### config.mk
export PLATFORM = sky130hd
export DESIGN_NAME = selective_repeat_sender_window_flat
export DESIGN_NICKNAME = d
export VERILOG_FILES = /design/src/sv/srs_pkg.sv /design/src/sv/srs_req_if.sv /design/src/sv/srs_res_if.sv /design/src/sv/srs_cell.sv /design/src/sv/selective_repeat_sender_window.sv /design/src/flat_wrapper.sv
export SDC_FILE = /design/constraint.sdc
export NUM_CORES = 1
export LEC_CHECK = 0
export BUFFER_PORTS_ARGS = -buffer_cell sky130_fd_sc_hd__buf_2
export CORE_MARGIN = 2
export CORE_UTILIZATION = 55
export CTS_CLUSTER_DIAMETER = 40
export DETAILED_ROUTE_END_ITERATION = 8
export HOLD_SLACK_MARGIN = 0.05
export PLACE_DENSITY = 0.75
export SLEW_MARGIN = 20
export SYNTH_ARGS = -nofsm -noshare
export SYNTH_HDL_FRONTEND = slang
export SYNTH_SLANG_ARGS = --single-unit
### constraint.sdc
create_clock -name clk_i -period 18.6 [get_ports clk_i]
set_input_delay 3.72 -clock clk_i [delete_from_list [all_inputs] [get_ports clk_i]]
set_output_delay 3.72 -clock clk_i [all_outputs]
set_load 0.02 [all_outputs]
### src/sv/srs_pkg.sv
package srs_pkg;

  localparam int SEQ_W            = 3;
  localparam int WIN_W            = 3;
  localparam int DEF_MAX_WINDOW   = 4;
  localparam int DEF_PAYLOAD_BITS = 64;
  localparam int ADDR_W           = 2;
  localparam int DATA_W           = 32;

  localparam logic [ADDR_W-1:0] ADDR_WINDOW  = 2'd0;
  localparam logic [WIN_W-1:0]  WINDOW_RESET = 3'd4;

  typedef enum logic [1:0] {
    REQ_SEND    = 2'd0,
    REQ_ACK     = 2'd1,
    REQ_TIMEOUT = 2'd2,
    REQ_NONE    = 2'd3
  } req_type_e;

  // shared control seen by every cell of the row
  typedef struct packed {
    logic [SEQ_W-1:0] key;
    logic             remove;
    logic             append;
    logic [SEQ_W-1:0] new_seq;
  } srs_cell_ctrl_t;

  // distance from b forward to a, modulo the sequence space
  function automatic logic [SEQ_W-1:0] seq_dist(input logic [SEQ_W-1:0] a,
                                                input logic [SEQ_W-1:0] b);
    seq_dist = SEQ_W'(a - b);
  endfunction

endpackage

### src/sv/srs_req_if.sv
interface srs_req_if import srs_pkg::*; #(
  parameter int PAYLOAD_BITS = DEF_PAYLOAD_BITS
);
  logic                    valid;
  logic                    ready;
  logic [1:0]              req_type;
  logic [PAYLOAD_BITS-1:0] payload;
  logic [SEQ_W-1:0]        ack_number;
  logic                    ack_checksum_ok;
  logic [SEQ_W-1:0]        expired_seq;

  modport source (output valid, req_type, payload, ack_number, ack_checksum_ok, expired_seq,
                  input ready);
  modport sink (input valid, req_type, payload, ack_number, ack_checksum_ok, expired_seq,
                output ready);
endinterface

### src/sv/srs_res_if.sv
interface srs_res_if import srs_pkg::*; #(
  parameter int PAYLOAD_BITS = DEF_PAYLOAD_BITS
);
  logic                    valid;
  logic                    ready;
  logic                    accepted;
  logic                    transmit;
  logic [SEQ_W-1:0]        tx_seq;
  logic [PAYLOAD_BITS-1:0] tx_payload;
  logic                    timer_start;
  logic                    timer_stop;
  logic [SEQ_W-1:0]        timer_seq;
  logic                    ack_matched;
  logic                    window_full;

  modport source (output valid, accepted, transmit, tx_seq, tx_payload, timer_start,
                  timer_stop, timer_seq, ack_matched, window_full,
                  input ready);
  modport sink (input valid, accepted, transmit, tx_seq, tx_payload, timer_start,
                timer_stop, timer_seq, ack_matched, window_full,
                output ready);
endinterface

### src/sv/srs_cell.sv
module srs_cell import srs_pkg::*; #(
  parameter int PAYLOAD_BITS = DEF_PAYLOAD_BITS
) (
  input  logic                    clk_i,
  input  srs_cell_ctrl_t          ctrl_i,
  input  logic                    occ_i,
  input  logic                    tail_i,
  input  logic [PAYLOAD_BITS-1:0] new_data_i,
  input  logic                    found_i,
  input  logic [PAYLOAD_BITS-1:0] sel_data_i,
  input  logic [SEQ_W-1:0]        nb_seq_i,
  input  logic [PAYLOAD_BITS-1:0] nb_data_i,
  output logic                    found_o,
  output logic [PAYLOAD_BITS-1:0] sel_data_o,
  output logic [SEQ_W-1:0]        seq_o,
  output logic [PAYLOAD_BITS-1:0] data_o
);

  logic [SEQ_W-1:0]        seq_q, seq_d;
  logic [PAYLOAD_BITS-1:0] data_q, data_d;
  logic                    hit;

  // first occupied cell holding the key wins
  assign hit        = occ_i && (seq_q == ctrl_i.key) && !found_i;
  assign found_o    = found_i || hit;
  assign sel_data_o = hit ? data_q : sel_data_i;
  assign seq_o      = seq_q;
  assign data_o     = data_q;

  always_comb begin
    seq_d  = seq_q;
    data_d = data_q;
    if (ctrl_i.remove && found_o) begin
      // close the gap: take the neighbor's entry
      seq_d  = nb_seq_i;
      data_d = nb_data_i;
    end else if (ctrl_i.append && tail_i) begin
      seq_d  = ctrl_i.new_seq;
      data_d = new_data_i;
    end
  end

  always_ff @(posedge clk_i) begin
    seq_q  <= seq_d;
    data_q <= data_d;
  end

endmodule

### src/sv/selective_repeat_sender_window.sv
// Sender window of a selective-repeat ARQ link. Each request item (send, ack arrived, timer
// expired) gives exactly one result item: send accepted or refused, a packet to transmit or
// retransmit, a timer start/stop command, ack match and the window-full flag. Outstanding
// packets live in a row of MAX_WINDOW cells, oldest first; an ack removes its entry and the
// cells behind it shift forward by one. Window size is written over APB at address 0
// (0 acts as 1, values above MAX_WINDOW act as MAX_WINDOW); the user must do so only while
// no item is in flight; the block does not enforce this. A request is registered, then its
// key match ripples through the cell row to update it; until then, new requests wait.
module selective_repeat_sender_window import srs_pkg::*; #(
  parameter int MAX_WINDOW   = DEF_MAX_WINDOW,
  parameter int PAYLOAD_BITS = DEF_PAYLOAD_BITS
) (
  input  logic              clk_i,
  input  logic              rst_ni,
  input  logic              psel,
  input  logic              penable,
  input  logic              pwrite,
  input  logic [ADDR_W-1:0] paddr,
  input  logic [DATA_W-1:0] pwdata,
  output logic [DATA_W-1:0] prdata,
  output logic              pready,
  srs_req_if.sink           req_i,
  srs_res_if.source         res_o
);

  localparam int CntW = $clog2(MAX_WINDOW + 1);
  localparam logic [CntW-1:0] CntMax = CntW'(MAX_WINDOW);

  logic [WIN_W-1:0] window_q;
  logic [SEQ_W-1:0] next_seq_q, next_seq_d;
  logic [CntW-1:0]  count_q, count_d;
  logic             full_q, full_d;
  logic             busy_q;
  logic             fire;

  req_type_e               req_type_q;
  logic [PAYLOAD_BITS-1:0] payload_q;
  logic [SEQ_W-1:0]        ack_q;
  logic                    ack_ok_q;
  logic [SEQ_W-1:0]        exp_q;

  logic                    out_valid_q;
  logic                    accepted_q, accepted_d;
  logic                    transmit_q, transmit_d;
  logic [SEQ_W-1:0]        tx_seq_q, tx_seq_d;
  logic [PAYLOAD_BITS-1:0] tx_payload_q, tx_payload_d;
  logic                    timer_start_q, timer_start_d;
  logic                    timer_stop_q, timer_stop_d;
  logic [SEQ_W-1:0]        timer_seq_q, timer_seq_d;
  logic                    ack_matched_q, ack_matched_d;
  logic                    window_full_q, window_full_d;

  srs_cell_ctrl_t          ctrl;
  logic                    found [MAX_WINDOW+1];
  logic [PAYLOAD_BITS-1:0] sel   [MAX_WINDOW+1];
  logic [SEQ_W-1:0]        seqs  [MAX_WINDOW+1];
  logic [PAYLOAD_BITS-1:0] datas [MAX_WINDOW+1];

  logic [WIN_W-1:0] eff_win;
  logic [SEQ_W-1:0] head_after;
  logic [SEQ_W-1:0] seq_inc;
  logic             refusing;

  // configuration port
  assign pready = 1'b1;
  assign prdata = (paddr == ADDR_WINDOW) ? DATA_W'(window_q) : '0;

  always_ff @(posedge clk_i or negedge rst_ni) begin
    if (!rst_ni) begin
      window_q <= WINDOW_RESET;
    end else if (psel && penable && pwrite && paddr == ADDR_WINDOW) begin
      window_q <= pwdata[WIN_W-1:0];
    end
  end

  always_comb begin
    if (window_q == '0) begin
      eff_win = WIN_W'(1);
    end else if (int'(window_q) > MAX_WINDOW) begin
      eff_win = WIN_W'(MAX_WINDOW);
    end else begin
      eff_win = window_q;
    end
  end

  // request side
  assign req_i.ready = !busy_q;
  assign fire        = busy_q && (!out_valid_q || res_o.ready);

  always_ff @(posedge clk_i or negedge rst_ni) begin
    if (!rst_ni) begin
      busy_q <= 1'b0;
    end else if (req_i.valid && req_i.ready) begin
      busy_q <= 1'b1;
    end else if (fire) begin
      busy_q <= 1'b0;
    end
  end

  always_ff @(posedge clk_i) begin
    if (req_i.valid && req_i.ready) begin
      req_type_q <= req_type_e'(req_i.req_type);
      payload_q  <= req_i.payload;
      ack_q      <= req_i.ack_number;
      ack_ok_q   <= req_i.ack_checksum_ok;
      exp_q      <= req_i.expired_seq;
    end
  end

  // cell row
  assign found[0]              = 1'b0;
  assign sel[0]                = '0;
  assign seqs[MAX_WINDOW]      = '0;
  assign datas[MAX_WINDOW]     = '0;

  for (genvar g = 0; g < MAX_WINDOW; g++) begin : g_cell
    srs_cell #(
      .PAYLOAD_BITS(PAYLOAD_BITS)
    ) u_cell (
      .clk_i      (clk_i),
      .ctrl_i     (ctrl),
      .occ_i      (CntW'(g) < count_q),
      .tail_i     (CntW'(g) == count_q),
      .new_data_i (payload_q),
      .found_i    (found[g]),
      .sel_data_i (sel[g]),
      .nb_seq_i   (seqs[g+1]),
      .nb_data_i  (datas[g+1]),
      .found_o    (found[g+1]),
      .sel_data_o (sel[g+1]),
      .seq_o      (seqs[g]),
      .data_o     (datas[g])
    );
  end

  assign refusing   = full_q || (count_q == CntMax);
  assign seq_inc    = SEQ_W'(next_seq_q + 1'b1);
  assign head_after = (count_q == '0) ? next_seq_q : seqs[0];

  always_comb begin
    next_seq_d    = next_seq_q;
    count_d       = count_q;
    full_d        = full_q;
    ctrl.key      = (req_type_q == REQ_ACK) ? ack_q : exp_q;
    ctrl.remove   = 1'b0;
    ctrl.append   = 1'b0;
    ctrl.new_seq  = next_seq_q;
    accepted_d    = 1'b0;
    transmit_d    = 1'b0;
    tx_seq_d      = '0;
    tx_payload_d  = '0;
    timer_start_d = 1'b0;
    timer_stop_d  = 1'b0;
    timer_seq_d   = '0;
    ack_matched_d = 1'b0;
    case (req_type_q)
      REQ_SEND: begin
        if (!refusing) begin
          ctrl.append   = fire;
          accepted_d    = 1'b1;
          transmit_d    = 1'b1;
          tx_seq_d      = next_seq_q;
          tx_payload_d  = payload_q;
          timer_start_d = 1'b1;
          timer_seq_d   = next_seq_q;
          next_seq_d    = seq_inc;
          count_d       = CntW'(count_q + 1'b1);
          if (seq_dist(seq_inc, head_after) >= eff_win) begin
            full_d = 1'b1;
          end
        end
      end
      REQ_ACK: begin
        if (ack_ok_q && count_q != '0 && seq_dist(ack_q, seqs[0]) < eff_win
            && found[MAX_WINDOW]) begin
          ctrl.remove   = fire;
          // oldest entry gone: window opens again
          if (found[1]) begin
            full_d = 1'b0;
          end
          count_d       = CntW'(count_q - 1'b1);
          timer_stop_d  = 1'b1;
          timer_seq_d   = ack_q;
          ack_matched_d = 1'b1;
        end
      end
      REQ_TIMEOUT: begin
        timer_start_d = 1'b1;
        timer_seq_d   = exp_q;
        if (found[MAX_WINDOW]) begin
          transmit_d   = 1'b1;
          tx_seq_d     = exp_q;
          tx_payload_d = sel[MAX_WINDOW];
        end
      end
      default: begin
      end
    endcase
    window_full_d = full_d || (count_d == CntMax);
  end

  always_ff @(posedge clk_i or negedge rst_ni) begin
    if (!rst_ni) begin
      next_seq_q <= '0;
      count_q    <= '0;
      full_q     <= 1'b0;
    end else if (fire) begin
      next_seq_q <= next_seq_d;
      count_q    <= count_d;
      full_q     <= full_d;
    end
  end

  // result register
  always_ff @(posedge clk_i or negedge rst_ni) begin
    if (!rst_ni) begin
      out_valid_q <= 1'b0;
    end else if (fire) begin
      out_valid_q <= 1'b1;
    end else if (res_o.ready) begin
      out_valid_q <= 1'b0;
    end
  end

  always_ff @(posedge clk_i) begin
    if (fire) begin
      accepted_q    <= accepted_d;
      transmit_q    <= transmit_d;
      tx_seq_q      <= tx_seq_d;
      tx_payload_q  <= tx_payload_d;
      timer_start_q <= timer_start_d;
      timer_stop_q  <= timer_stop_d;
      timer_seq_q   <= timer_seq_d;
      ack_matched_q <= ack_matched_d;
      window_full_q <= window_full_d;
    end
  end

  assign res_o.valid       = out_valid_q;
  assign res_o.accepted    = accepted_q;
  assign res_o.transmit    = transmit_q;
  assign res_o.tx_seq      = tx_seq_q;
  assign res_o.tx_payload  = tx_payload_q;
  assign res_o.timer_start = timer_start_q;
  assign res_o.timer_stop  = timer_stop_q;
  assign res_o.timer_seq   = timer_seq_q;
  assign res_o.ack_matched = ack_matched_q;
  assign res_o.window_full = window_full_q;

endmodule

### src/flat_wrapper.sv
// flat-port wrapper written by rule: the top's interface ports become plain ports
module selective_repeat_sender_window_flat import srs_pkg::*;
#(
  parameter int MAX_WINDOW   = DEF_MAX_WINDOW,
  parameter int PAYLOAD_BITS = DEF_PAYLOAD_BITS
)
  (clk_i, rst_ni, psel, penable, pwrite, paddr, pwdata, prdata, pready, req_i_valid, req_i_req_type, req_i_payload, req_i_ack_number, req_i_ack_checksum_ok, req_i_expired_seq, req_i_ready, res_o_valid, res_o_accepted, res_o_transmit, res_o_tx_seq, res_o_tx_payload, res_o_timer_start, res_o_timer_stop, res_o_timer_seq, res_o_ack_matched, res_o_window_full, res_o_ready);
  srs_req_if #(.PAYLOAD_BITS(PAYLOAD_BITS)) req_i_i ();
  srs_res_if #(.PAYLOAD_BITS(PAYLOAD_BITS)) res_o_i ();
  input  logic clk_i;
  input  logic rst_ni;
  input  logic psel;
  input  logic penable;
  input  logic pwrite;
  input  logic [ADDR_W-1:0] paddr;
  input  logic [DATA_W-1:0] pwdata;
  output logic [DATA_W-1:0] prdata;
  output logic pready;
  input wire logic [$bits(req_i_i.valid)-1:0] req_i_valid;
  input wire logic [$bits(req_i_i.req_type)-1:0] req_i_req_type;
  input wire logic [$bits(req_i_i.payload)-1:0] req_i_payload;
  input wire logic [$bits(req_i_i.ack_number)-1:0] req_i_ack_number;
  input wire logic [$bits(req_i_i.ack_checksum_ok)-1:0] req_i_ack_checksum_ok;
  input wire logic [$bits(req_i_i.expired_seq)-1:0] req_i_expired_seq;
  output wire logic [$bits(req_i_i.ready)-1:0] req_i_ready;
  output wire logic [$bits(res_o_i.valid)-1:0] res_o_valid;
  output wire logic [$bits(res_o_i.accepted)-1:0] res_o_accepted;
  output wire logic [$bits(res_o_i.transmit)-1:0] res_o_transmit;
  output wire logic [$bits(res_o_i.tx_seq)-1:0] res_o_tx_seq;
  output wire logic [$bits(res_o_i.tx_payload)-1:0] res_o_tx_payload;
  output wire logic [$bits(res_o_i.timer_start)-1:0] res_o_timer_start;
  output wire logic [$bits(res_o_i.timer_stop)-1:0] res_o_timer_stop;
  output wire logic [$bits(res_o_i.timer_seq)-1:0] res_o_timer_seq;
  output wire logic [$bits(res_o_i.ack_matched)-1:0] res_o_ack_matched;
  output wire logic [$bits(res_o_i.window_full)-1:0] res_o_window_full;
  input wire logic [$bits(res_o_i.ready)-1:0] res_o_ready;
  assign req_i_i.valid = req_i_valid;
  assign req_i_i.req_type = req_i_req_type;
  assign req_i_i.payload = req_i_payload;
  assign req_i_i.ack_number = req_i_ack_number;
  assign req_i_i.ack_checksum_ok = req_i_ack_checksum_ok;
  assign req_i_i.expired_seq = req_i_expired_seq;
  assign req_i_ready = req_i_i.ready;
  assign res_o_valid = res_o_i.valid;
  assign res_o_accepted = res_o_i.accepted;
  assign res_o_transmit = res_o_i.transmit;
  assign res_o_tx_seq = res_o_i.tx_seq;
  assign res_o_tx_payload = res_o_i.tx_payload;
  assign res_o_timer_start = res_o_i.timer_start;
  assign res_o_timer_stop = res_o_i.timer_stop;
  assign res_o_timer_seq = res_o_i.timer_seq;
  assign res_o_ack_matched = res_o_i.ack_matched;
  assign res_o_window_full = res_o_i.window_full;
  assign res_o_i.ready = res_o_ready;
  selective_repeat_sender_window #(.MAX_WINDOW(MAX_WINDOW), .PAYLOAD_BITS(PAYLOAD_BITS)) u_core (.clk_i(clk_i), .rst_ni(rst_ni), .psel(psel), .penable(penable), .pwrite(pwrite), .paddr(paddr), .pwdata(pwdata), .prdata(prdata), .pready(pready), .req_i(req_i_i), .res_o(res_o_i));
endmodule
Word-level counts from Yosys, hierarchy flattened
Index checks and enable logic that the tools add are counted.
Cells by class
  order comparisons: 7
  reduce and logical (&&, ||, !) cells: 45
  muxes and demuxes: 50
  $add $sub $neg: 5
  bitwise operators: 1
  equality and inequality tests: 11
Operators by type and width (count)
  two-way mux 64 bit: 12
  case mux 64 bit (2 select lines): 1
  two-way mux 3 bit: 16
  logical AND 1 bit: 23
  two-way mux 1 bit: 15
  equality test 3 bit: 4
  case mux 3 bit (2 select lines): 2
  nonzero test 2 bit: 5
  case mux 3 bit (3 select lines): 1
  adder 3 x 1 -> 3 bit (second input constant): 2
  equality test 2 x 3 -> 1 bit (first input constant): 2
  equality test 3 bit (second input constant): 2
  zero test 3 bit: 2
  logical OR 1 bit: 6
  < comparator 1 x 3 -> 1 bit (first input constant): 2
  < comparator 2 x 3 -> 1 bit (first input constant): 2
  case mux 1 bit (2 select lines): 3
  subtractor 3 bit: 2
  zero test 1 bit: 5
  zero test 2 bit: 2
  equality test 1 x 3 -> 1 bit (first input constant): 1
  greater-or-equal comparator 3 bit: 1
  > comparator 3 bit (second input constant): 1
  < comparator 3 bit: 1
  other kinds (6): 6
Word-level totals
  input bits: 114
  bits in registers: 428
  output and inout port bits: 111
  word-level logic and storage cells: 146

Longest topological paths before layout
Gate-level depths: netlist of run 1.
  depth after elaboration: 18
  depth in mapped cells: 19
  gate-level depth less buffers: 14

Cells and area by module
Synthesis of run 1 repeated with hierarchy kept, for this count alone.
Second synthesis, totals
  cell total of the unflattened synthesis: 1281
  area total of the unflattened synthesis: 21304.2 sq um
By module, submodules not included
  srs_cell: cells each 222, times used 4, area an instance 3681.0 sq um, sequential area each 2011.9 sq um
  selective_repeat_sender_window: cells each 393, times used 1, area an instance 6580.1 sq um, sequential area each 4745.8 sq um

Worst setup path before layout of run 1
No wires, ideal clock.
  kind: input -> register
  from: in res_o_ready
  to: reg u_core.g_cell[0].u_cell.data_q[0], enable pin
  buffers on the path: 1
  cell stages on the path: 5
  path slack: 8.110 ns
  library setup time: 0.506 ns
  data required time: 18.094 ns
  arrival: 9.984 ns
  path through: nand2b_1 > and2_1 > clkbuf_1 > nand2_1 > o21bai_1
On the way
  longest elaborated chain between the ends: 6
  elaborated cells on any way between the ends: 9
  those cells by class: mux: 4; reduce/logical: 5
Ends and longest elaborated chain
  start: declaration: line flat_wrapper.sv:36  | input wire logic [$bits(res_o_i.ready)-1:0] res_o_ready;
  logical OR 1 bit (*): line selective_repeat_sender_window.sv:88  | assign fire = busy_q && (!out_valid_q || res_o.ready);
  logical AND 1 bit (*): line selective_repeat_sender_window.sv:88
  via u_core.fire: line selective_repeat_sender_window.sv:34  | logic fire;
  two-way mux 1 bit (on tied branches): line selective_repeat_sender_window.sv:174, selective_repeat_sender_window.sv:158
  two-way mux 1 bit: line selective_repeat_sender_window.sv:156  | case (req_type_q)
  logical AND 1 bit (on tied branches): line srs_cell.sv:33, srs_cell.sv:37
  nonzero test 2 bit (no line) (*)
  end signal: assignment: line srs_cell.sv:45  | data_q <= data_d;
  end: declaration: line srs_cell.sv:20  | logic [PAYLOAD_BITS-1:0] data_q, data_d;
The timed path passes the listed nets; every way through them passes the cells marked *.
A chain may end at the register's enable or synchronous reset.

Final worst setup path of run 1
  from: in paddr[1]
  to: out prdata[0]
On the way
  longest elaborated chain between the ends: 2
Ends and longest elaborated chain
  start: declaration: line flat_wrapper.sv:15  | input logic [ADDR_W-1:0] paddr;
  zero test 2 bit: line selective_repeat_sender_window.sv:66  | assign prdata = (paddr == ADDR_WINDOW) ? DATA_W'(window_q) : '0;
  two-way mux 3 bit: line selective_repeat_sender_window.sv:66
  end: declaration: line flat_wrapper.sv:17  | output logic [DATA_W-1:0] prdata;
No other way between the ends.

==> implementation parameters, run 1 <==
Parameter                              Value

Outcome
  Outcome ... finished, final reports clean

Layout
  Most common cell after layout, fill and taps aside ... sky130_fd_sc_hd__edfxtp_1
  # diodes ... 0
  Most frequent cells in the layout ... sky130_fd_sc_hd__edfxtp_1, sky130_fd_sc_hd__nand2_1, sky130_fd_sc_hd__mux2_2
  Final std cells w/o fill ... 2110
  Number of nets in the layout ... 1739
  Final cell area excluding filler cells ... 22000 um2
  Ratio of cells with drive above 1 in the final layout ... 0.294
  Synth-to-Final Area Change ... 14.8%

Setup path
  Data arrival time of the critical path ... 4.29 ns
  Worst reg2reg path startpoint ... u_core.ack_q[0]
  Crit path from ... paddr[1]
  Worst Setup End Kind ... primary output
  Crit path buffers/inverters ... 2
  Critical path fanouts, max ... 3
  Category of the worst setup path launch point ... input port
  Library cell contributing the largest single delay on the critical path ... sky130_fd_sc_hd__nor2_1
  Slowest Stage Delay on Critical Path ... 0.17 ns
  CP delay by family, top ... simple AND/OR/NAND/NOR gates
  Class of the most critical setup path ... in2out
  Req. time, crit path ... 14.88 ns
  Cells traversed along the worst timing path ... buf_2 > nor2_1 > and2_1 > buf_2
  Cell mode on critical path ... sky130_fd_sc_hd__buf_2

Timing
  Min cycle time layout ... 8.01 ns
  Skew final ... 0.0278 ns
  Worst-Margin Slew ... 1.09 ns
  Hold Fails Final Rpt ... 0
  Setup repair after global routing missed its margin ... no
  Setup TNS ... 0 ns
  Max-slew headroom at the worst pin ... 0.276
  Fin. max-slew vios ... 0
  Number of endpoints failing setup at the final stage ... 0
  Fmax ... 125 MHz
  Crit share post-route ... 0.431

GRT
  Overflow left after global routing ... 0
  Maximum number of pins on one net before global-route repair ... 94
  Wire length of the first global-routing pass ... 70.0 mm
  Initial antenna violation count ... 0
  Vias in the first global route ... 12800
  Global-route total usage across every layer ... 0.249

Die
  Floorplan die width ... 191 um
  Total die area ... 36300 um2
  Initial standard-cell utilization of the core ... 0.557
  Die outline height ... 191 um
  Site row count ... 68
  Number of ports placed on the die boundary ... 225
  Core box area ... 34400 um2

Synthesis
  Distinct cell type count of the synthesized netlist ... 59
  Mux contribution to synthesized area ... 0.124
  Gate Count Post-Synth ... 1483
  Post-synthesis register bit count ... 428
  Fraction of registers with async set/reset ... 0.0280
  Yosys warnings ... 0
  Most common flop cell mapped by yosys ... sky130_fd_sc_hd__edfxtp_1
  Fraction of the mapped netlist area in adder cells ... 0.0106
  Avg Synthesized Cell Area ... 12.9 um2
  Simple-gate area share of the yosys netlist ... 0.0735
  Sequential-to-total area share from yosys stat ... 0.634
  Count of flip-flops with a built-in enable after synthesis ... 349
  Synth Area in Compound Gates ... 0.109
  Main combinational cell family by area after synthesis ... multiplexers
  Xor/xnor cell area share of the yosys netlist ... 0.00778
  Summed instance area of the synthesized netlist ... 19100 um2

Drt
  Via-to-Cell Ratio ... 5.93
  Sum of routed wire length over all layers ... 45.3 mm
  DRC violation count after routing ... 0
  Number of design-rule violations left by the first detailed-router iteration ... 1100
  Detailed-route via count ... 12500
  First-pass detailed-route iteration total ... 9
  Wire length per cell after detailed routing ... 21.5 um
  Number of nets still failing antenna checks after routing ... 0

Pwr
  Leakage power ... 7.88 nW
  Overall power of the completed layout ... 3.10 mW
  Total power divided by cell area ... 141 nW/um2
  VDD IR max ... 0.0930 mV

Clock network
  Clk Latency, worst-skew pair ... 0.59 ns
  Clock Sinks ... 428
  Buffers inserted by post-CTS timing repair ... 0
  Clock tree from TritonCTS ... done
  Total CTS buffers ... 53
  H-tree levels ... 2
  Clock-pin slew on the worst setup and hold paths ... 0.06 ns
  Buffers from clock root to sink, at most ... 3
  Count of hold-fix buffers inserted at cts ... 0
  Master cell of the clock root buffer ... sky130_fd_sc_hd__clkbuf_16
  Gates resized, CTS repair ... 0

Place
  Half-perimeter wire length after detailed placement ... 23.1 mm
  Routability cong. ... 0.837
  Cells after DPL ... 2010
  Area post-placement ... 20100 um2
  Port Buffer Count ... 165

Min path
  Kind of path behind the tightest hold check ... reg2reg
  Hold Path Origin ... u_core.g_cell[3].u_cell.data_o[41]

Run
  Count of maximum capacitance violations ... 0
per-layer routing:
| layer | up-vias | global-route usage | part of all wire |
|---|---|---|---|
| li1 | 5746 | - | - |
| met1 | 6150 | 0.333 | 0.43 |
| met2 | 561 | 0.420 | 0.49 |
| met3 | 56 | 0.0444 | 0.070 |
| met4 | 0 | 0.0710 | 0.017 |
| met5 | - | 0 | 0 |
path summary, 6_finish.rpt:
kind                                                      endpoint  slack [ns]  cells after the start
worst max register to register  u_core.g_cell[2].u_cell.data_o[31]       12.81                     15
max in group asynchronous                       u_core.window_q[2]       15.27                      1
min in group asynchronous                       u_core.res_o.valid        3.03                      1
worst min-delay path            u_core.g_cell[3].u_cell.data_o[41]        0.47                      2
worst min register to register  u_core.g_cell[3].u_cell.data_o[41]        0.47                      2
worst max-delay path                                     prdata[0]       10.59                      4
worst register-to-register path, stage by stage (launching register included):
cell and delay (ns):
sky130_fd_sc_hd__edfxtp_1 0.56, sky130_fd_sc_hd__inv_1 0.12, sky130_fd_sc_hd__ha_1 0.22, sky130_fd_sc_hd__fa_1 0.38
sky130_fd_sc_hd__xnor2_1 0.21, sky130_fd_sc_hd__xnor2_1 0.09, sky130_fd_sc_hd__ha_1 0.18, sky130_fd_sc_hd__nand2b_1 0.15
sky130_fd_sc_hd__nor3_1 0.14, sky130_fd_sc_hd__a21oi_1 0.16, sky130_fd_sc_hd__nor2_1 0.23, sky130_fd_sc_hd__o31a_1 0.48
sky130_fd_sc_hd__and2_4 0.89, sky130_fd_sc_hd__nand2_4 0.57, sky130_fd_sc_hd__nand2_4 0.15, sky130_fd_sc_hd__buf_4 0.83
synth_stat cells, drive strengths merged (2+ instances only):
library cell  number  area, um2
nor2b              8       50.1
o21bai             2       15.0
o21ai             76        384
or3                2       12.5
nor3               9       45.0
a222oi             3       30.0
xnor2              9       78.8
mux2             204       2350
dfxtp             67       1340
a211oi             4       30.0
nand3              2       10.0
inv               21       78.8
dfrtp             11        275
xor2               8       70.1
fa                 2       40.0
nand2            220        828
nand2b             5       31.3
a31oi              3       18.8
a221oi            67        587
mux2i              3       30.0
nor4               3       18.8
a21oi             73        377
buf               65        438
clkbuf            72        270
a2111oi            2       17.5
ha                13        163
conb               2       7.51
nor2              84        315
a221o              2       20.0
edfxtp           349      10500
and2               7       43.8
o2bb2ai            2       17.5
a22oi             65        488
state kept, by name, indices dropped and copies added, names as in the netlist, 12 cells and up:
| name | count |
|---|---|
| u_core.res_o.tx_payload | 64 |
| u_core.payload_q | 64 |
| u_core.g_cell.u_cell.data_o | 256 |
| u_core.g_cell.u_cell.seq_o | 12 |
layout make-up:
cell class | count | area (um2)
Clock buffer | 68 | 1480
Clock inverter | 32 | 342
Fill cell | 2481 | 12400
Inverter | 21 | 78.8
Multi-Input combinational cell | 925 | 6430
Sequential cell | 428 | 12100
Tap cell | 455 | 569
Timing Repair Buffer | 181 | 950
power by group:
part | total (mW) | internal, mW | switching [mW]
clock | 1.04 | 0.635 | 0.407
sequential | 1.41 | 1.27 | 0.143
combinational | 0.648 | 0.248 | 0.401
total | 3.10 | 2.15 | 0.950
through the flow:
step / utilization / hold WS, ns / setup WS (ns)
global placement: 0.586 / 0.455 / 10.62
CTS: 0.639 / 0.469 / 10.59
detailed placement: 0.586 / 0.461 / 10.59
floorplan: - / 0.447 / 8.11
global route: 0.639 / 0.491 / 10.51
finish: 0.639 / 0.472 / 10.59
cells by family (layout without fill, tap and decap cells):
| logic type | after synthesis | count (layout) |
|---|---|---|
| muxes | 207 | 207 |
| AOI/OAI and AO/OA | 310 | 310 |
| DFF | 428 | 428 |
| buffers and inverters | 158 | 302 |
| adders and majority gates | 15 | 15 |
| and+or+nand+nor | 346 | 346 |
| other | 2 | 30 |
| xor gates and xnor gates | 17 | 17 |
Power figures use the tool's default switching activity.
==> inputs of run 2 (changes only) <==
--- a/config.mk
+++ b/config.mk
@@ -7,7 +7,7 @@
 export LEC_CHECK = 0
 export BUFFER_PORTS_ARGS = -buffer_cell sky130_fd_sc_hd__buf_2
 export CORE_MARGIN = 2
-export CORE_UTILIZATION = 55
+export CORE_UTILIZATION = 53
 export CTS_CLUSTER_DIAMETER = 40
 export DETAILED_ROUTE_END_ITERATION = 8
 export HOLD_SLACK_MARGIN = 0.05
==> constraint.sdc (replaced) <==
create_clock -name clk_i -period 7.22 [get_ports clk_i]
set_input_delay 1.444 -clock clk_i [delete_from_list [all_inputs] [get_ports clk_i]]
set_output_delay 1.444 -clock clk_i [all_outputs]
set_load 0.02 [all_outputs]
==> implementation parameters, run 2 (synthesis gave the netlist of run 1 again) <==
Parameter                              Value

Pwr
  Total power divided by cell area ... 367 nW/um2 (+160%)
  Overall power of the completed layout ... 8.11 mW (+160%)
  Leakage power ... 7.92 nW (+0.53%)
  VDD IR max ... 0.287 mV (+210%)

Setup path
  Worst reg2reg path startpoint ... u_core.req_type_q[0]
  Cells traversed along the worst timing path ... nor2b_1 > mux2i_1 > a211o_1 > a21oi_4 > buf_4 > or3_1 > nand2_4 > o21ai_0
  FF-to-FF End ... u_core.res_o.tx_payload[8]
  Category of the worst setup path launch point ... flop
  Slack of the worst reg-to-reg path ... 2.40 ns (-10.41 ns)
  Req. time, crit path ... 7.58 ns (-7.30 ns)
  Library cell contributing the largest single delay on the critical path ... sky130_fd_sc_hd__a21oi_4
  Crit path from ... u_core.req_type_q[0]
  Class of the most critical setup path ... reg2reg
  Crit path buffers/inverters ... 1 (-1)
  Number of cells on the worst reg-to-reg path ... 8 (-7)
  CP delay by family, top ... compound AO/OA/AOI/OAI gates
  Critical path fanouts, max ... 67 (+64)
  Worst Setup End Kind ... flop
  Data arrival time of the critical path ... 5.18 ns (+0.89 ns)
  Slowest Stage Delay on Critical Path ... 0.68 ns (+0.51 ns)

Die
  Floorplan die width ... 194 um (+1.8%)
  Core box area ... 35600 um2 (+3.5%)
  Number of ports placed on the die boundary ... 225 (unchanged)
  Site row count ... 69 (+1.5%)
  Die outline height ... 194 um (+1.8%)
  Initial standard-cell utilization of the core ... 0.538 (-0.0187)
  Total die area ... 37600 um2 (+3.7%)

Clock network
  Clock Sinks ... 428 (unchanged)
  Clock tree from TritonCTS ... done
  Master cell of the clock root buffer ... sky130_fd_sc_hd__clkbuf_16
  Buffers inserted by post-CTS timing repair ... 0 (unchanged)
  Gates resized, CTS repair ... 0 (unchanged)
  Total CTS buffers ... 55 (+3.8%)
  Clk Latency, worst-skew pair ... 0.61 ns (+0.02 ns)
  Count of hold-fix buffers inserted at cts ... 0 (unchanged)
  H-tree levels ... 2 (unchanged)
  Clock-pin slew on the worst setup and hold paths ... 0.06 ns (about the same)
  Buffers from clock root to sink, at most ... 3 (unchanged)

Run
  Count of maximum capacitance violations ... 0 (unchanged)

Min path
  Hold path cells ... 2 (unchanged)
  Hold Path Origin ... u_core.g_cell[3].u_cell.data_o[49]
  Kind of path behind the tightest hold check ... reg2reg
  End of the worst hold path ... u_core.g_cell[3].u_cell.data_o[49]

Drt
  Number of design-rule violations left by the first detailed-router iteration ... 995 (-9.5%)
  Detailed-route via count ... 12500 (+0.024%)
  Number of nets still failing antenna checks after routing ... 0 (unchanged)
  Wire length per cell after detailed routing ... 21.7 um (+0.99%)
  Via-to-Cell Ratio ... 5.90 (-0.45%)
  First-pass detailed-route iteration total ... 6 (-3)
  DRC violation count after routing ... 0 (unchanged)
  Sum of routed wire length over all layers ... 45.9 mm (+1.5%)

Timing
  Skew final ... 0.0244 ns (-0.00334 ns)
  Worst-Margin Slew ... 1.18 ns (+0.0895 ns)
  Worst hold slack ... 0.471 ns (-0.000852 ns)
  Hold Fails Final Rpt ... 0 (unchanged)
  Max-slew headroom at the worst pin ... 0.216 (-0.0596)
  Setup repair after global routing missed its margin ... no
  Fin. max-slew vios ... 0 (unchanged)
  Setup TNS ... 0 ns (unchanged)
  Min cycle time layout ... 4.82 ns
  Number of endpoints failing setup at the final stage ... 0 (unchanged)
  Crit share post-route ... 0.668
  Fmax ... 207 MHz

Place
  Routability cong. ... 0.833 (-0.47%)
  Port Buffer Count ... 165 (unchanged)
  Half-perimeter wire length after detailed placement ... 23.8 mm (+3.2%)
  Cells after DPL ... 2016 (+0.30%)

Layout
  Filler instances ... 2734 (+10%)
  Most common cell after layout, fill and taps aside ... sky130_fd_sc_hd__edfxtp_1
  Ratio of cells with drive above 1 in the final layout ... 0.292 (-0.00252)
  Core occupancy in the finished layout ... 0.621 (-0.0185)
  # diodes ... 0 (unchanged)
  Most frequent cells in the layout ... sky130_fd_sc_hd__edfxtp_1, sky130_fd_sc_hd__nand2_1, sky130_fd_sc_hd__mux2_2
  Max FFs per register ... 256 (unchanged)
  Synth-to-Final Area Change ... 15.4%
  Final std cells w/o fill ... 2120 (+0.47%)
  Number of nets in the layout ... 1741 (+0.12%)

GRT
  Vias in the first global route ... 12600 (-1.5%)
  Wire length of the first global-routing pass ... 70.9 mm (+1.3%)
  Overflow left after global routing ... 0 (unchanged)
  Maximum number of pins on one net before global-route repair ... 80 (-15%)
  Initial antenna violation count ... 0 (unchanged)
  Global-route total usage across every layer ... 0.239 (-0.00978)

Outcome
  Outcome ... finished, final reports clean
==> run 2: cell count changes in the layout (fill, tap and decap cells not counted), moves of 2 or more <==
| cell | before | now |
|---|---|---|
| sky130_fd_sc_hd__bufinv_16 | 5 | 7 |
| sky130_fd_sc_hd__clkinv_2 | 8 | 3 |
| sky130_fd_sc_hd__clkinv_1 | 2 | 4 |
| sky130_fd_sc_hd__clkbuf_1 | 8 | 13 |
==> run 2: area by class of cell <==
cell class	instances	area [um2]	share of cell area
clock buffer	74	1520	0.0688
clock inverter	30	382	0.0173
inverter	21	78.8	0.00357
multi-input combinational	925	6440	0.292
sequential	428	12100	0.549
tap	461	577	0.0261
timing repair buffer	181	958	0.0434
==> run 2: worst max-delay path by stage <==
stage,endpoint,slack (ns),depth (start not counted)
4_1_cts,u_core.res_o.tx_payload[37],2.41,8
6_report,u_core.res_o.tx_payload[8],2.40,8
3_5_place_dp,u_core.res_o.tx_payload[37],2.43,8
2_1_floorplan,u_core.g_cell[0].u_cell.data_o[0],0.40,5
3_3_place_gp,u_core.res_o.tx_payload[37],2.51,8
5_1_grt,u_core.res_o.tx_payload[8],2.15,8
==> run 2: through the flow <==
stage / worst slack (ns) / cell area [um2]
3_5_place_dp: 2.43 / 20200
4_1_cts: 2.41 / 22100
6_report: 2.40 / 22100
3_3_place_gp: 2.51 / 20200
5_1_grt: 2.15 / 22100
2_1_floorplan: 0.396 / 19200
==> run 2: worst reg2reg max path, delay by kind of cell, from the launching register on <==
| family | cells | cell delay, ns |
|---|---|---|
| and+or+nand+nor | 3 | 1.53 |
| muxes | 1 | 0.22 |
| AOI/OAI and AO/OA | 3 | 1.60 |
| DFF | 1 | 0.55 |
| buffers and inverters | 1 | 0.69 |
==> run 2: routing by layer <==
| layer | routed length [um] | GRT usage | vias to the layer above | share of wire |
|---|---|---|---|---|
| li1 | - | - | 5758 | - |
| met5 | 0 | 0 | - | 0 |
| met2 | 22400 | 0.403 | 564 | 0.49 |
| met1 | 19200 | 0.313 | 6128 | 0.42 |
| met3 | 3350 | 0.0451 | 66 | 0.073 |
| met4 | 963 | 0.0805 | 0 | 0.021 |
==> run 2: report_power, final <==
part / internal, mW / switching, mW / total, mW / leakage, nW
Clock: 1.74 / 1.07 / 2.81 / 0.909
Combinational: 0.638 / 1.03 / 1.67 / 3.09
Sequential: 3.27 / 0.362 / 3.63 / 3.92
Total: 5.64 / 2.47 / 8.11 / 7.92
==> inputs of run 3 (changes only) <==
--- a/config.mk
+++ b/config.mk
@@ -7,7 +7,7 @@
 export LEC_CHECK = 0
 export BUFFER_PORTS_ARGS = -buffer_cell sky130_fd_sc_hd__buf_2
 export CORE_MARGIN = 2
-export CORE_UTILIZATION = 53
+export CORE_UTILIZATION = 55
 export CTS_CLUSTER_DIAMETER = 40
 export DETAILED_ROUTE_END_ITERATION = 8
 export HOLD_SLACK_MARGIN = 0.05
==> constraint.sdc (replaced) <==
create_clock -name clk_i -period 4.5 [get_ports clk_i]
set_input_delay 0.9 -clock clk_i [delete_from_list [all_inputs] [get_ports clk_i]]
set_output_delay 0.9 -clock clk_i [all_outputs]
set_load 0.02 [all_outputs]
==> implementation parameters, run 3 (synthesis gave the netlist of run 1 again) <==
Parameter                              Value

Outcome
  Outcome ... finished, final reports clean

Timing
  Setup TNS ... 0 ns (unchanged)
  Fmax ... 255 MHz (+23%)
  Setup repair after global routing missed its margin ... no
  Fin. max-slew vios ... 0 (unchanged)
  Hold Fails Final Rpt ... 0 (unchanged)
  Number of endpoints failing setup at the final stage ... 0 (unchanged)
  Worst-Margin Slew ... 1.04 ns (-0.137 ns)
  Max-slew headroom at the worst pin ... 0.307 (+0.0916)
  Skew final ... 0.0178 ns (-0.00667 ns)
  Crit share post-route ... 0.872 (+0.204)
  Setup slack of the critical path after layout ... 0.577 ns (-1.82 ns)
  Min cycle time layout ... 3.92 ns (-0.901 ns)

Layout
  Area of the multi-input gates ... 6430 um2 (about the same)
  Filler instances ... 2535 (-7.3%)
  Number of nets in the layout ... 1764 (+1.3%)
  Most frequent cells in the layout ... sky130_fd_sc_hd__edfxtp_1, sky130_fd_sc_hd__nand2_1, sky130_fd_sc_hd__mux2_2
  Area taken by flip-flops and latches ... 12100 um2 (unchanged)
  Final cell area excluding filler cells ... 22300 um2 (+1.1%)
  Synth-to-Final Area Change ... 16.6%
  Max FFs per register ... 256 (unchanged)
  Core occupancy in the finished layout ... 0.649 (+0.0285)
  Most common cell after layout, fill and taps aside ... sky130_fd_sc_hd__edfxtp_1
  Ratio of cells with drive above 1 in the final layout ... 0.304 (+0.0120)
  # diodes ... 0 (unchanged)

Die
  Total die area ... 36300 um2 (-3.6%)
  Initial standard-cell utilization of the core ... 0.557 (+0.0187)
  Core box area ... 34400 um2 (-3.4%)
  Number of ports placed on the die boundary ... 225 (unchanged)
  Floorplan die width ... 191 um (-1.8%)
  Site row count ... 68 (-1.4%)
  Die outline height ... 191 um (-1.8%)

Setup path
  Req. time, crit path ... 4.85 ns (-2.73 ns)
  Worst Setup End Kind ... flop
  Slack of the worst reg-to-reg path ... 0.58 ns (-1.82 ns)
  Number of cells on the worst reg-to-reg path ... 15 (+7)
  Worst reg2reg path startpoint ... u_core.ack_q[0]
  Category of the worst setup path launch point ... flop
  Crit path from ... u_core.ack_q[0]
  Critical path fanouts, max ... 23 (-66%)
  Data arrival time of the critical path ... 4.27 ns (-0.91 ns)
  FF-to-FF End ... u_core.g_cell[1].u_cell.data_o[9]
  Class of the most critical setup path ... reg2reg

Drt
  First-pass detailed-route iteration total ... 6 (unchanged)
  Sum of routed wire length over all layers ... 45.6 mm (-0.70%)
  Number of design-rule violations left by the first detailed-router iteration ... 1217 (+22%)
  DRC violation count after routing ... 0 (unchanged)
  DRT met1 WL ... 19.0 mm (-1.2%)
  Wire length per cell after detailed routing ... 21.4 um (-1.4%)
  Via-to-Cell Ratio ... 6.01 (+1.7%)
  Detailed-route via count ... 12800 (+2.4%)
  Top routing layer in use ... met4
  Number of nets still failing antenna checks after routing ... 0 (unchanged)
  Routed wire length on met2 ... 22.0 mm (-1.7%)
  Metal3 WL ... 3.47 mm (+3.8%)

GRT
  Vias in the first global route ... 12700 (+1.4%)
  Maximum number of pins on one net before global-route repair ... 80 (unchanged)
  Overflow left after global routing ... 0 (unchanged)
  Global-route total usage across every layer ... 0.251 (+0.0121)
  Wire length of the first global-routing pass ... 70.3 mm (-0.80%)
  Initial antenna violation count ... 0 (unchanged)

Place
  Pre-CTS worst setup slack ... 0.641 ns (-1.79 ns)
  Port Buffer Count ... 165 (unchanged)
  Routability cong. ... 0.842 (+1.1%)
  Area post-placement ... 20500 um2 (+1.6%)
  Half-perimeter wire length after detailed placement ... 25.9 mm (+8.6%)

Clock network
  Buffers inserted by post-CTS timing repair ... 0 (unchanged)
  Total CTS buffers ... 54 (-1.8%)
  Clock-pin slew on the worst setup and hold paths ... 0.06 ns (about the same)
  H-tree levels ... 2 (unchanged)
  Clk Latency, worst-skew pair ... 0.60 ns (about the same)
  Master cell of the clock root buffer ... sky130_fd_sc_hd__clkbuf_16
  Clock Sinks ... 428 (unchanged)
  Gates resized, CTS repair ... 0 (unchanged)
  Buffers from clock root to sink, at most ... 3 (unchanged)
  Count of hold-fix buffers inserted at cts ... 0 (unchanged)
  Clock tree from TritonCTS ... done

Pwr
  Total power divided by cell area ... 578 nW/um2 (+57%)
  VDD IR max ... 0.370 mV (+29%)
  Leakage power ... 8.03 nW (+1.4%)

Min path
  Kind of path behind the tightest hold check ... in2async

Run
  Count of maximum capacitance violations ... 0 (unchanged)
-- run 3: cell count changes in the layout (fill, tap and decap cells not counted), sizes merged --
cell and change:
buf +24, bufinv -2, clkinvlp +4, clkinv -3, clkbuf -10, inv +7
-- run 3: cell type report --
type	count	area share
inverters	21	0.00353
clock buffers	64	0.0631
well taps	455	0.0255
multi-input cells	925	0.288
repair buffers	205	0.0578
flip-flops and latches	428	0.543
clock inverters	36	0.0184
-- run 3: per-stage QoR --
stage / hold slack [ns] / std cells / total power [mW]
final: 0.194 / 2134 / 12.9
after global routing: 0.200 / 2134 / 13.5
after CTS: 0.181 / 2134 / 12.9
after detailed placement: 0.466 / 2034 / 8.61
after global placement: 0.453 / 2034 / 8.48
after floorplan: 0.447 / 1511 / 7.66
-- run 3: how the worst max path moves through the flow --
stage | end | slack, ns | depth (start not counted)
2_1_floorplan | u_core.g_cell[1].u_cell.data_o[0] | 0.27 | 19
3_3_place_gp | u_core.g_cell[1].u_cell.data_o[45] | 0.70 | 15
3_5_place_dp | u_core.g_cell[1].u_cell.data_o[39] | 0.64 | 15
4_1_cts | u_core.g_cell[1].u_cell.data_o[45] | 0.62 | 15
5_1_grt | u_core.g_cell[1].u_cell.data_o[45] | 0.38 | 15
6_report | u_core.g_cell[1].u_cell.data_o[9] | 0.58 | 15
-- run 3: where the power goes --
group / total [mW] / internal (mW) / switching [mW]
Sequential: 5.84 / 5.24 / 0.605
Combinational: 2.73 / 1.07 / 1.66
Clock: 4.32 / 2.57 / 1.75
-- run 3: metal layers --
layer,vias to the layer above,GRT usage
met2,581,0.416
li1,5815,-
met5,-,0
met4,0,0.0921
met1,6338,0.335
met3,82,0.0423
-- run 3: worst max-delay path, cell delays in order (launching register included) --
cell and delay [ns]:
sky130_fd_sc_hd__edfxtp_1 0.55, sky130_fd_sc_hd__inv_1 0.13, sky130_fd_sc_hd__ha_1 0.21, sky130_fd_sc_hd__fa_1 0.38, sky130_fd_sc_hd__xnor2_1 0.18, sky130_fd_sc_hd__xnor2_1 0.14
sky130_fd_sc_hd__ha_1 0.16, sky130_fd_sc_hd__nand2b_1 0.12, sky130_fd_sc_hd__nor3_1 0.05, sky130_fd_sc_hd__a21oi_1 0.35, sky130_fd_sc_hd__nor2_1 0.13, sky130_fd_sc_hd__o31a_1 0.16
sky130_fd_sc_hd__and2_4 0.18, sky130_fd_sc_hd__o21ai_4 0.25, sky130_fd_sc_hd__buf_12 0.30, sky130_fd_sc_hd__mux2_2 0.36
